[src/hw/rtl/atf_pkg.sv]
// ----------------------------------------------------------------------------
// atf_pkg
// Shared constants and types for the API transmit frame builder.
// ----------------------------------------------------------------------------
package atf_pkg;

  localparam int unsigned ADDR_W = 16;
  localparam int unsigned LEN_W  = 16;
  localparam int unsigned BYTE_W = 8;
  localparam int unsigned STEP_W = 4;

  localparam logic [BYTE_W-1:0] START_BYTE   = 8'h7E;
  localparam logic [BYTE_W-1:0] API_ID_TX16  = 8'h01;
  localparam logic [BYTE_W-1:0] FRAME_ID     = 8'h01;
  localparam logic [BYTE_W-1:0] OPTIONS_BYTE = 8'h00;
  localparam logic [BYTE_W-1:0] CSUM_BASE    = 8'hFF;
  localparam logic [LEN_W-1:0]  LEN_OVERHEAD = 16'd5;

  // Sequencer steps: header bytes, then payload byte, then checksum.
  localparam logic [STEP_W-1:0] STEP_START  = 4'd0;
  localparam logic [STEP_W-1:0] STEP_LEN_HI = 4'd1;
  localparam logic [STEP_W-1:0] STEP_LEN_LO = 4'd2;
  localparam logic [STEP_W-1:0] STEP_API_ID = 4'd3;
  localparam logic [STEP_W-1:0] STEP_FRM_ID = 4'd4;
  localparam logic [STEP_W-1:0] STEP_ADR_HI = 4'd5;
  localparam logic [STEP_W-1:0] STEP_ADR_LO = 4'd6;
  localparam logic [STEP_W-1:0] STEP_OPTS   = 4'd7;
  localparam logic [STEP_W-1:0] STEP_DATA   = 4'd8;
  localparam logic [STEP_W-1:0] STEP_CSUM   = 4'd9;

  typedef struct packed {
    logic [BYTE_W-1:0] frame_byte;
    logic              last_of_run;
    logic              end_of_frame;
  } res_t;

endpackage

[src/hw/rtl/atf_seq.sv]
// ----------------------------------------------------------------------------
// atf_seq
// Holds one input item and emits its bytes, one per cycle when not stalled.
// ----------------------------------------------------------------------------
module atf_seq (
  input  logic                              clk,
  input  logic                              rst_n,
  input  logic                              in_valid,
  output logic                              in_stall,
  input  logic [atf_pkg::ADDR_W-1:0]        in_dest_addr,
  input  logic [atf_pkg::LEN_W-1:0]         in_payload_len,
  input  logic [atf_pkg::BYTE_W-1:0]        in_data_byte,
  input  logic                              emit_ready,
  output logic                              emit_valid,
  output atf_pkg::res_t                     emit_res
);

  logic                        hold_v_r, hold_v_nxt;
  logic [atf_pkg::ADDR_W-1:0]  addr_r, addr_nxt;
  logic [atf_pkg::LEN_W-1:0]   plen_r, plen_nxt;
  logic [atf_pkg::BYTE_W-1:0]  data_r, data_nxt;
  logic [atf_pkg::STEP_W-1:0]  step_r, step_nxt;
  logic                        in_frame_r, in_frame_nxt;
  logic [atf_pkg::LEN_W-1:0]   rem_r, rem_nxt;
  logic [atf_pkg::BYTE_W-1:0]  sum_r, sum_nxt;

  logic [atf_pkg::STEP_W-1:0]  eff_step;
  logic [atf_pkg::STEP_W-1:0]  step_c;
  logic                        in_frame_c;
  logic [atf_pkg::LEN_W-1:0]   rem_c;
  logic [atf_pkg::BYTE_W-1:0]  sum_c;
  logic [atf_pkg::LEN_W-1:0]   flen;
  logic [atf_pkg::BYTE_W-1:0]  byte_c;
  logic                        last_c;
  logic                        eof_c;
  logic                        fire;
  logic                        accept;

  assign flen     = plen_r + atf_pkg::LEN_OVERHEAD;
  assign fire     = hold_v_r && emit_ready;
  assign in_stall = hold_v_r && !(fire && last_c);
  assign accept   = in_valid && !in_stall;

  always_comb begin
    eff_step = step_r;
    if (step_r == atf_pkg::STEP_START && in_frame_r) begin
      eff_step = (rem_r != '0) ? atf_pkg::STEP_DATA : atf_pkg::STEP_CSUM;
    end
  end

  always_comb begin
    step_c     = eff_step + 4'd1;
    in_frame_c = in_frame_r;
    rem_c      = rem_r;
    sum_c      = sum_r;
    byte_c     = '0;
    last_c     = 1'b0;
    eof_c      = 1'b0;
    case (eff_step)
      atf_pkg::STEP_START: begin
        byte_c = atf_pkg::START_BYTE;
        sum_c  = '0;
      end
      atf_pkg::STEP_LEN_HI: begin
        byte_c = flen[15:8];
      end
      atf_pkg::STEP_LEN_LO: begin
        byte_c = flen[7:0];
      end
      atf_pkg::STEP_API_ID: begin
        byte_c = atf_pkg::API_ID_TX16;
        sum_c  = sum_r + byte_c;
      end
      atf_pkg::STEP_FRM_ID: begin
        byte_c = atf_pkg::FRAME_ID;
        sum_c  = sum_r + byte_c;
      end
      atf_pkg::STEP_ADR_HI: begin
        byte_c = addr_r[15:8];
        sum_c  = sum_r + byte_c;
      end
      atf_pkg::STEP_ADR_LO: begin
        byte_c = addr_r[7:0];
        sum_c  = sum_r + byte_c;
      end
      atf_pkg::STEP_OPTS: begin
        byte_c     = atf_pkg::OPTIONS_BYTE;
        sum_c      = sum_r + byte_c;
        in_frame_c = 1'b1;
        rem_c      = plen_r;
        step_c     = (plen_r != '0) ? atf_pkg::STEP_DATA : atf_pkg::STEP_CSUM;
      end
      atf_pkg::STEP_DATA: begin
        byte_c = data_r;
        sum_c  = sum_r + data_r;
        rem_c  = rem_r - 16'd1;
        step_c = atf_pkg::STEP_CSUM;
        last_c = (rem_r != 16'd1);
      end
      atf_pkg::STEP_CSUM: begin
        byte_c     = atf_pkg::CSUM_BASE - sum_r;
        last_c     = 1'b1;
        eof_c      = 1'b1;
        in_frame_c = 1'b0;
        sum_c      = '0;
        step_c     = atf_pkg::STEP_START;
      end
      default: begin
        last_c = 1'b1;
        step_c = atf_pkg::STEP_START;
      end
    endcase
  end

  always_comb begin
    hold_v_nxt   = hold_v_r;
    addr_nxt     = addr_r;
    plen_nxt     = plen_r;
    data_nxt     = data_r;
    step_nxt     = step_r;
    in_frame_nxt = in_frame_r;
    rem_nxt      = rem_r;
    sum_nxt      = sum_r;
    if (fire) begin
      step_nxt     = last_c ? atf_pkg::STEP_START : step_c;
      in_frame_nxt = in_frame_c;
      rem_nxt      = rem_c;
      sum_nxt      = sum_c;
      if (last_c) begin
        hold_v_nxt = 1'b0;
      end
    end
    if (accept) begin
      hold_v_nxt = 1'b1;
      addr_nxt   = in_dest_addr;
      plen_nxt   = in_payload_len;
      data_nxt   = in_data_byte;
      step_nxt   = atf_pkg::STEP_START;
    end
  end

  always_ff @(posedge clk) begin
    if (!rst_n) begin
      hold_v_r   <= 1'b0;
      step_r     <= atf_pkg::STEP_START;
      in_frame_r <= 1'b0;
      rem_r      <= '0;
      sum_r      <= '0;
    end else begin
      hold_v_r   <= hold_v_nxt;
      step_r     <= step_nxt;
      in_frame_r <= in_frame_nxt;
      rem_r      <= rem_nxt;
      sum_r      <= sum_nxt;
    end
  end

  always_ff @(posedge clk) begin
    addr_r <= addr_nxt;
    plen_r <= plen_nxt;
    data_r <= data_nxt;
  end

  assign emit_valid            = hold_v_r;
  assign emit_res.frame_byte   = byte_c;
  assign emit_res.last_of_run  = last_c;
  assign emit_res.end_of_frame = eof_c;

endmodule

[src/hw/rtl/atf_out_reg.sv]
// ----------------------------------------------------------------------------
// atf_out_reg
// Result register toward the byte consumer; holds its item while stalled.
// ----------------------------------------------------------------------------
module atf_out_reg (
  input  logic                       clk,
  input  logic                       rst_n,
  input  logic                       emit_valid,
  input  atf_pkg::res_t              emit_res,
  output logic                       emit_ready,
  output logic                       out_valid,
  input  logic                       out_stall,
  output logic [atf_pkg::BYTE_W-1:0] out_frame_byte,
  output logic                       out_last_of_run,
  output logic                       out_end_of_frame
);

  logic          valid_r, valid_nxt;
  atf_pkg::res_t res_r, res_nxt;

  assign emit_ready = !valid_r || !out_stall;

  always_comb begin
    valid_nxt = valid_r;
    res_nxt   = res_r;
    if (emit_ready) begin
      valid_nxt = emit_valid;
      res_nxt   = emit_res;
    end
  end

  always_ff @(posedge clk) begin
    if (!rst_n) begin
      valid_r <= 1'b0;
    end else begin
      valid_r <= valid_nxt;
    end
  end

  always_ff @(posedge clk) begin
    res_r <= res_nxt;
  end

  assign out_valid        = valid_r;
  assign out_frame_byte   = res_r.frame_byte;
  assign out_last_of_run  = res_r.last_of_run;
  assign out_end_of_frame = res_r.end_of_frame;

endmodule

[src/hw/rtl/api_tx16_frame_builder.sv]
// ----------------------------------------------------------------------------
// api_tx16_frame_builder
// Builds API transmit request frames with a 16-bit destination and checksum.
// ----------------------------------------------------------------------------
// Input channel (in_*): one item per payload byte. The first item of a frame
// also carries the destination address and payload length; it causes the
// 8-byte header, its payload byte if the length is not zero, and the checksum
// if the frame ends there. Every later item causes its byte, plus the
// checksum on the last one.
// Result channel (out_*): one frame byte per item, last_of_run marks the last
// byte caused by an input item, end_of_frame marks the checksum.
// An accepted item is held in the sequencer, and each byte that it causes
// passes through the result register. Throughput: one result per cycle
// while out_stall is low, set by the single-byte result register; an item
// holds the input until its last byte is taken, and the next item can be
// accepted in that same cycle, so payload items flow at one per cycle.
// Reset (synchronous, rst_n low) empties both registers and returns to idle.
// When out_stall is high the result register holds its byte and the input
// stalls as soon as the held item cannot advance.
// ----------------------------------------------------------------------------
module api_tx16_frame_builder (
  input  logic                       clk,
  input  logic                       rst_n,
  input  logic                       in_valid,
  output logic                       in_stall,
  input  logic [atf_pkg::ADDR_W-1:0] in_dest_addr,
  input  logic [atf_pkg::LEN_W-1:0]  in_payload_len,
  input  logic [atf_pkg::BYTE_W-1:0] in_data_byte,
  output logic                       out_valid,
  input  logic                       out_stall,
  output logic [atf_pkg::BYTE_W-1:0] out_frame_byte,
  output logic                       out_last_of_run,
  output logic                       out_end_of_frame
);

  logic          emit_valid;
  logic          emit_ready;
  atf_pkg::res_t emit_res;

  atf_seq u_seq (
    .clk            (clk),
    .rst_n          (rst_n),
    .in_valid       (in_valid),
    .in_stall       (in_stall),
    .in_dest_addr   (in_dest_addr),
    .in_payload_len (in_payload_len),
    .in_data_byte   (in_data_byte),
    .emit_ready     (emit_ready),
    .emit_valid     (emit_valid),
    .emit_res       (emit_res)
  );

  atf_out_reg u_out_reg (
    .clk              (clk),
    .rst_n            (rst_n),
    .emit_valid       (emit_valid),
    .emit_res         (emit_res),
    .emit_ready       (emit_ready),
    .out_valid        (out_valid),
    .out_stall        (out_stall),
    .out_frame_byte   (out_frame_byte),
    .out_last_of_run  (out_last_of_run),
    .out_end_of_frame (out_end_of_frame)
  );

`ifndef SYNTHESIS
  a_csum_ends_run: assert property (@(posedge clk) disable iff (!rst_n)
    out_valid && out_end_of_frame |-> out_last_of_run)
    else $error("checksum byte does not end its run");

  a_accept_holds: assert property (@(posedge clk) disable iff (!rst_n)
    in_valid && !in_stall |=> emit_valid)
    else $error("accepted item not held in the sequencer");

  a_stall_needs_item: assert property (@(posedge clk) disable iff (!rst_n)
    in_stall |-> emit_valid)
    else $error("input stalled with no item held");
`endif

endmodule

[config.mk]
export PLATFORM = sky130hd
export DESIGN_NAME = api_tx16_frame_builder
export DESIGN_NICKNAME = d
export VERILOG_FILES = /design/src/hw/rtl/atf_pkg.sv /design/src/hw/rtl/atf_seq.sv /design/src/hw/rtl/atf_out_reg.sv /design/src/hw/rtl/api_tx16_frame_builder.sv
export SDC_FILE = /design/constraint.sdc
export NUM_CORES = 1
export LEC_CHECK = 0
export BUFFER_PORTS_ARGS = -buffer_cell sky130_fd_sc_hd__buf_4
export CORE_MARGIN = 1
export CORE_UTILIZATION = 52
export DETAILED_ROUTE_END_ITERATION = 12
export GPL_TIMING_DRIVEN = 0
export PLACE_DENSITY = 0.76
export SLEW_MARGIN = 30
export SYNTH_ARGS = -nofsm -noshare
export SYNTH_HDL_FRONTEND = slang
export SYNTH_HIERARCHICAL = 1
export SYNTH_SLANG_ARGS = --single-unit
[constraint.sdc]
create_clock -name clk -period 3.85 [get_ports clk]
set_input_delay 0.77 -clock clk [delete_from_list [all_inputs] [get_ports clk]]
set_output_delay 0.77 -clock clk [all_outputs]
set_load 0.02 [all_outputs]
-- Word level (Yosys, flattened, before mapping)
Cells that the tools add are included.
- add/sub/neg operators: 8
- mux-type cells: 14
- reduce and logical (&&, ||, !) cells: 28
- eq/ne operators: 10
- bitwise gates (word level): 1
- operators with widths (cell ; count):
    8-bit one-hot mux with 8 select lines ; 1
    8-bit one-hot mux with 5 select lines ; 1
    16-bit one-hot mux with 2 select lines ; 1
    16-bit nonzero test ; 2
    8-bit adder ; 3
    16-bit by 3-bit adder with 16-bit output, second input constant ; 1
    4-bit by 3-bit equality test with 1-bit output, second input constant ; 4
    16-bit by 1-bit != test with 1-bit output, second input constant ; 1
    16-bit by 1-bit subtractor with 16-bit output, second input constant ; 1
    4-bit one-hot mux with 3 select lines ; 1
    8-bit by 1-bit adder with 8-bit output, second input constant ; 1
    4-bit by 2-bit equality test with 1-bit output, second input constant ; 2
    4-bit equality test, second input constant ; 2
    4-bit zero test ; 2
    4-bit two-way mux ; 2
    2-bit AND reduction ; 4
    2-bit nonzero test ; 4
    8-bit OR reduction ; 1
    8-bit subtractor, first input constant ; 1
    7-bit OR reduction ; 1
    1-bit two-way mux ; 6
    2-bit OR reduction ; 3
    1-bit logical AND ; 5
    5-bit nonzero test ; 1
    other kinds (6) ; 10
- output and inout bits: 12
- input bits: 44
- bits in registers: 81

-- Depth between registers and ports, before layout
- word-level depth: 13
- mapped depth: 18
- depth with buffers taken out: 16

-- By module
The synthesis kept the hierarchy.
- modules (own cells, without submodules) (module ; times used ; cells each ; area each (sq um)):
    atf_seq ; 1 ; 421 ; 3925.0
    atf_out_reg ; 1 ; 14 ; 335.3

-- Worst setup path before layout
No wires, ideal clock.
- path kind: register to register
- from: reg u_seq/rem_r[0] in the netlist's numbering
- to: reg u_seq/sum_r[7] in the netlist's numbering
- slack: 149 ps
- cell stages (with the launch flop): 17
- data required time: 3776 ps
- arrival: 3627 ps
- buffers on the path: 2
- cell sequence: dfxtp_1 inv_1 ha_1 or3b_1 clkbuf_1 nor3_4 a21o_1 clkbuf_1 nand3_1 nand3_1 ha_1 a21oi_1 o211ai_1 o41ai_1 nor4_1 or4b_1 a31oi_1
- longest elaborated chain between the ends: 7
- elaborated cells on any way between the ends: 15
- RTL lines (element ; RTL line ; source):
    from (decl) ; atf_seq.sv:24 ; logic [atf_pkg::LEN_W-1:0] rem_r, rem_nxt;
    from (signal assigned) ; atf_seq.sv:153 ; rem_r <= rem_nxt;
    16-bit nonzero test (*) ; atf_seq.sv:47 ; eff_step = (rem_r != '0) ? atf_pkg::STEP_DATA : atf_pkg::STEP_CSUM;
    1-bit two-way mux (*) ; atf_seq.sv:47 ;
    4-bit two-way mux (*) ; atf_seq.sv:46 ; if (step_r == atf_pkg::STEP_START && in_frame_r) begin
    4-bit equality test, or another cell as far along ; atf_seq.sv:59 ; case (eff_step)
    2-bit OR reduction (no line) ; - ;
    5-bit nonzero test (no line) ; - ;
    2-bit AND reduction (no line) ; - ;
    to (signal assigned) ; atf_seq.sv:154 ; sum_r <= sum_nxt;
    to (decl) ; atf_seq.sv:25 ; logic [atf_pkg::BYTE_W-1:0] sum_r, sum_nxt;
Mark *: on every way between the ends. The rest lies on a longest branch, timed or not.
A chain may end at the register's enable or synchronous reset.

-- Final worst setup path
- from: reg u_seq/rem_r[1] in the netlist's numbering
- to: reg u_seq/sum_r[7] in the netlist's numbering
The elaborated chain is that of the path after synthesis.

==> impl_metrics.tcl <==
set metrics [dict create \
    die_w_um 92.5 \
    clk_pin_slew_ns 0.09 \
    drv_cap 0 \
    cts_buffers 9 \
    syn-cell-area_mm2 0.00426 \
    min_path_type "flip-flop to flip-flop" \
    core_mm2 0.00781 \
    cts_hold_buffers 0 \
    layout.nets 571 \
    vias 3990 \
    yosysTopAreaCellShare_pct 35.2 \
    ys_seq_elements 81 \
    clk_latency_ns 0.36 \
    drc_errors 0 \
    leakage_nw 2.00 \
    setup-violations-final 0 \
    overflow 0 \
    cts-root-buf "clkbuf_8" \
    h-tree-depth 3 \
    dieHeight_um 92.5 \
    period_needed_ns 3.77 \
    criticalPathCategory "flip-flop to flip-flop" \
    antenna_cells 0 \
    vdd_ir_drop_max_mv 0.251 \
    dp.cells 593 \
    row_count 32 \
    final_common_cell "buf_4" \
    met2_usage_pct 42.5 \
    fin_worst_skew_ns 0.0136 \
    io_buffers 55 \
    grtUsageMet3_pct 6.57 \
    fin_cells 622 \
    synth_ff_type "edfxtp_1" \
    synth.net_count 491 \
    routabilityCongestion 0.963 \
    numClockSinks 81 \
    grt_pass1_wl_mm 18.3 \
    synth-edff-count 50 \
    first_pass_iters 5 \
    track_usage_pct 28.2 \
    crit_arrival_ns 4.05 \
    drtAntennaViolNets 0 \
    start_util_pct 54.6 \
    io_pins 56 \
    wl_per_cell_um 18.9 \
    ys_warn_count 6 \
    antenna_found_initial 0 \
    grtUsageMet1_pct 38.9 \
    drtIter0Drc 431 \
    outcome "finished, final reports clean" \
    area_growth_pct 22.3 \
    wl_mm 11.7 \
    hpwl_mm 7.96 \
    vias_per_cell 6.41 \
    yosys-top-cells-area "edfxtp_1, dfxtp_1, nand3_1" \
    syn_inst 435 \
    grt_pass1_vias 3633 \
    grt_start_max_net_pins 41 \
    cp-start-kind "flip-flop" \
    finalMaxSlewViolations 0 \
    power_density_mw_per_mm2 341 \
    final_hold_viol_count 0 \
    tightest_slew_ns 0.953 \
    async_reset_ff_share_pct 0 \
    maxSlewHeadroom_pct 35.9 \
    finalCritPeriodShare_pct 97.9 \
    grt.busiest_layer "met2" \
    cts_tree "built" \
    cp.required_ns 4.13 \
    final_cell_mix "buf_4, edfxtp_1, nand2_1, nand3_1, a21oi_1" \
    max_freq_mhz 265 \
    nFillCells 614 \
    cts_buffer_depth 2 \
    end_kind "flip-flop" \
    avgSynthCellArea_um2 9.79 \
    layout-drive-gt1-share_pct 23.8 \
    critPathMaxFanout 6 \
    fp.dieArea_mm2 0.00856 \
    synth_cell_type_count 63 \
    synth_top_cell_by_area "edfxtp_1" \
    fin_util_pct 66.8 \
    yosysSeqAreaShare_pct 49.8 \
]
cell families (layout without fill, tap and decap cells):
family                     Yosys count  count (layout)  share of synthesized area (%)
and+or+nand+nor                    164             164                           19.6
buffers and inverters               37             122                           3.58
DFF                                 81              81                           49.8
AOI/OAI and AO/OA                  122             122                           19.4
adders and majority gates           12              12                           3.70
muxes                                1               1                          0.264
xor gates and xnor gates            18              18                           3.70
synth_stat cells (all sizes together), types with 2 or more instances:
cell type / instances
a211o: 6
a211oi: 2
a21o: 6
a21oi: 36
a221o: 3
a221oi: 3
a22oi: 4
a31oi: 2
a32oi: 3
and3: 10
buf: 9
clkbuf: 14
dfxtp: 31
edfxtp: 50
ha: 11
inv: 14
nand2: 41
nand2b: 3
nand3: 37
nand4: 3
nor2: 27
nor2b: 2
nor3: 12
nor3b: 2
nor4: 12
o211ai: 7
o21a: 3
o21ai: 23
o21bai: 3
o221ai: 2
o31a: 3
o31ai: 2
o32ai: 4
or2: 3
or3: 3
or3b: 2
or4: 3
xnor2: 15
xor2: 3
critical path, cell delays in order, from the launching register on:
cell and delay (ns):
dfxtp_2 0.35, inv_2 0.09, ha_4 0.15, or3b_4 0.40, nor3_4 0.30, a21oi_2 0.13
buf_8 0.16, nand3_1 0.08, and3_4 0.21, o211ai_1 0.10, ha_2 0.23, a21oi_2 0.16
o211ai_1 0.17, o41ai_2 0.36, nor4_2 0.10, or4b_1 0.55, a31oi_1 0.15
registers in the layout (all words and copies together) (netlist names):
register                    flops
u_out_reg/out_end_of_frame      1
u_out_reg/out_frame_byte        8
u_out_reg/out_last_of_run       1
u_out_reg/out_valid             1
u_seq/addr_r                   16
u_seq/data_r                    8
u_seq/emit_valid                1
u_seq/in_frame_r                1
u_seq/plen_r                   16
u_seq/rem_r                    16
u_seq/step_r                    4
u_seq/sum_r                     8
report_power, final:
part           internal (mW)  leakage (nW)  switching, mW
Sequential             0.959         0.732         0.0246
Clock                  0.302        0.0945          0.322
Combinational         0.0724          1.18         0.0983
Total                   1.33          2.00          0.445
layout make-up:
| type | instances | area, um2 | area share [%] |
|---|---|---|---|
| Timing Repair Buffer | 71 | 528 | 10.1 |
| Multi-Input combinational cell | 317 | 2070 | 39.7 |
| Tap cell | 102 | 128 | 2.45 |
| Buffer | 21 | 110 | 2.11 |
| Clock buffer | 10 | 128 | 2.45 |
| Inverter | 14 | 52.6 | 1.01 |
| Clock inverter | 6 | 67.6 | 1.30 |
| Sequential cell | 81 | 2130 | 40.9 |
stage by stage:
step / instance area [um2] / power (mW) / hold WS, ns / worst slack, ns / setup TNS [ns]
final: 5210 / 1.78 / 0.476 / 0.0807 / 0
after floorplan: 4260 / 1.08 / 0.440 / 0.149 / 0
after global placement: 4800 / 1.16 / 0.461 / -0.533 / -1.08
after detailed placement: 4810 / 1.16 / 0.465 / -0.671 / -1.32
after global routing: 5210 / 1.84 / 0.500 / -0.0189 / -0.0195
after CTS: 5090 / 1.78 / 0.475 / 0.0170 / 0
per-layer routing:
metal / up-vias / routed length, um
met4: 0 / 421
li1: 1807 / -
met2: 291 / 5230
met5: - / 0
met3: 54 / 1330
met1: 1838 / 4760
what timing repair did:
action | CTS | global route
pin swaps | 4 | 11
setup endpoints to repair | 4 | 2
cloned | 0 | 0
buffers inserted | 4 | 11
resized for setup | 14 | 17
path summary, 6_finish.rpt:
path | start | to | slack [ns] | cells past startpoint
min | u_seq/rem_r[11] | u_seq/rem_r[11] | 0.48 | 2
max | u_seq/rem_r[1] | u_seq/sum_r[7] | 0.08 | 16
min reg2reg | u_seq/rem_r[11] | u_seq/rem_r[11] | 0.48 | 2
max reg2reg | u_seq/rem_r[1] | u_seq/sum_r[7] | 0.08 | 16
Note: power is estimated with default switching activity, not from simulation.
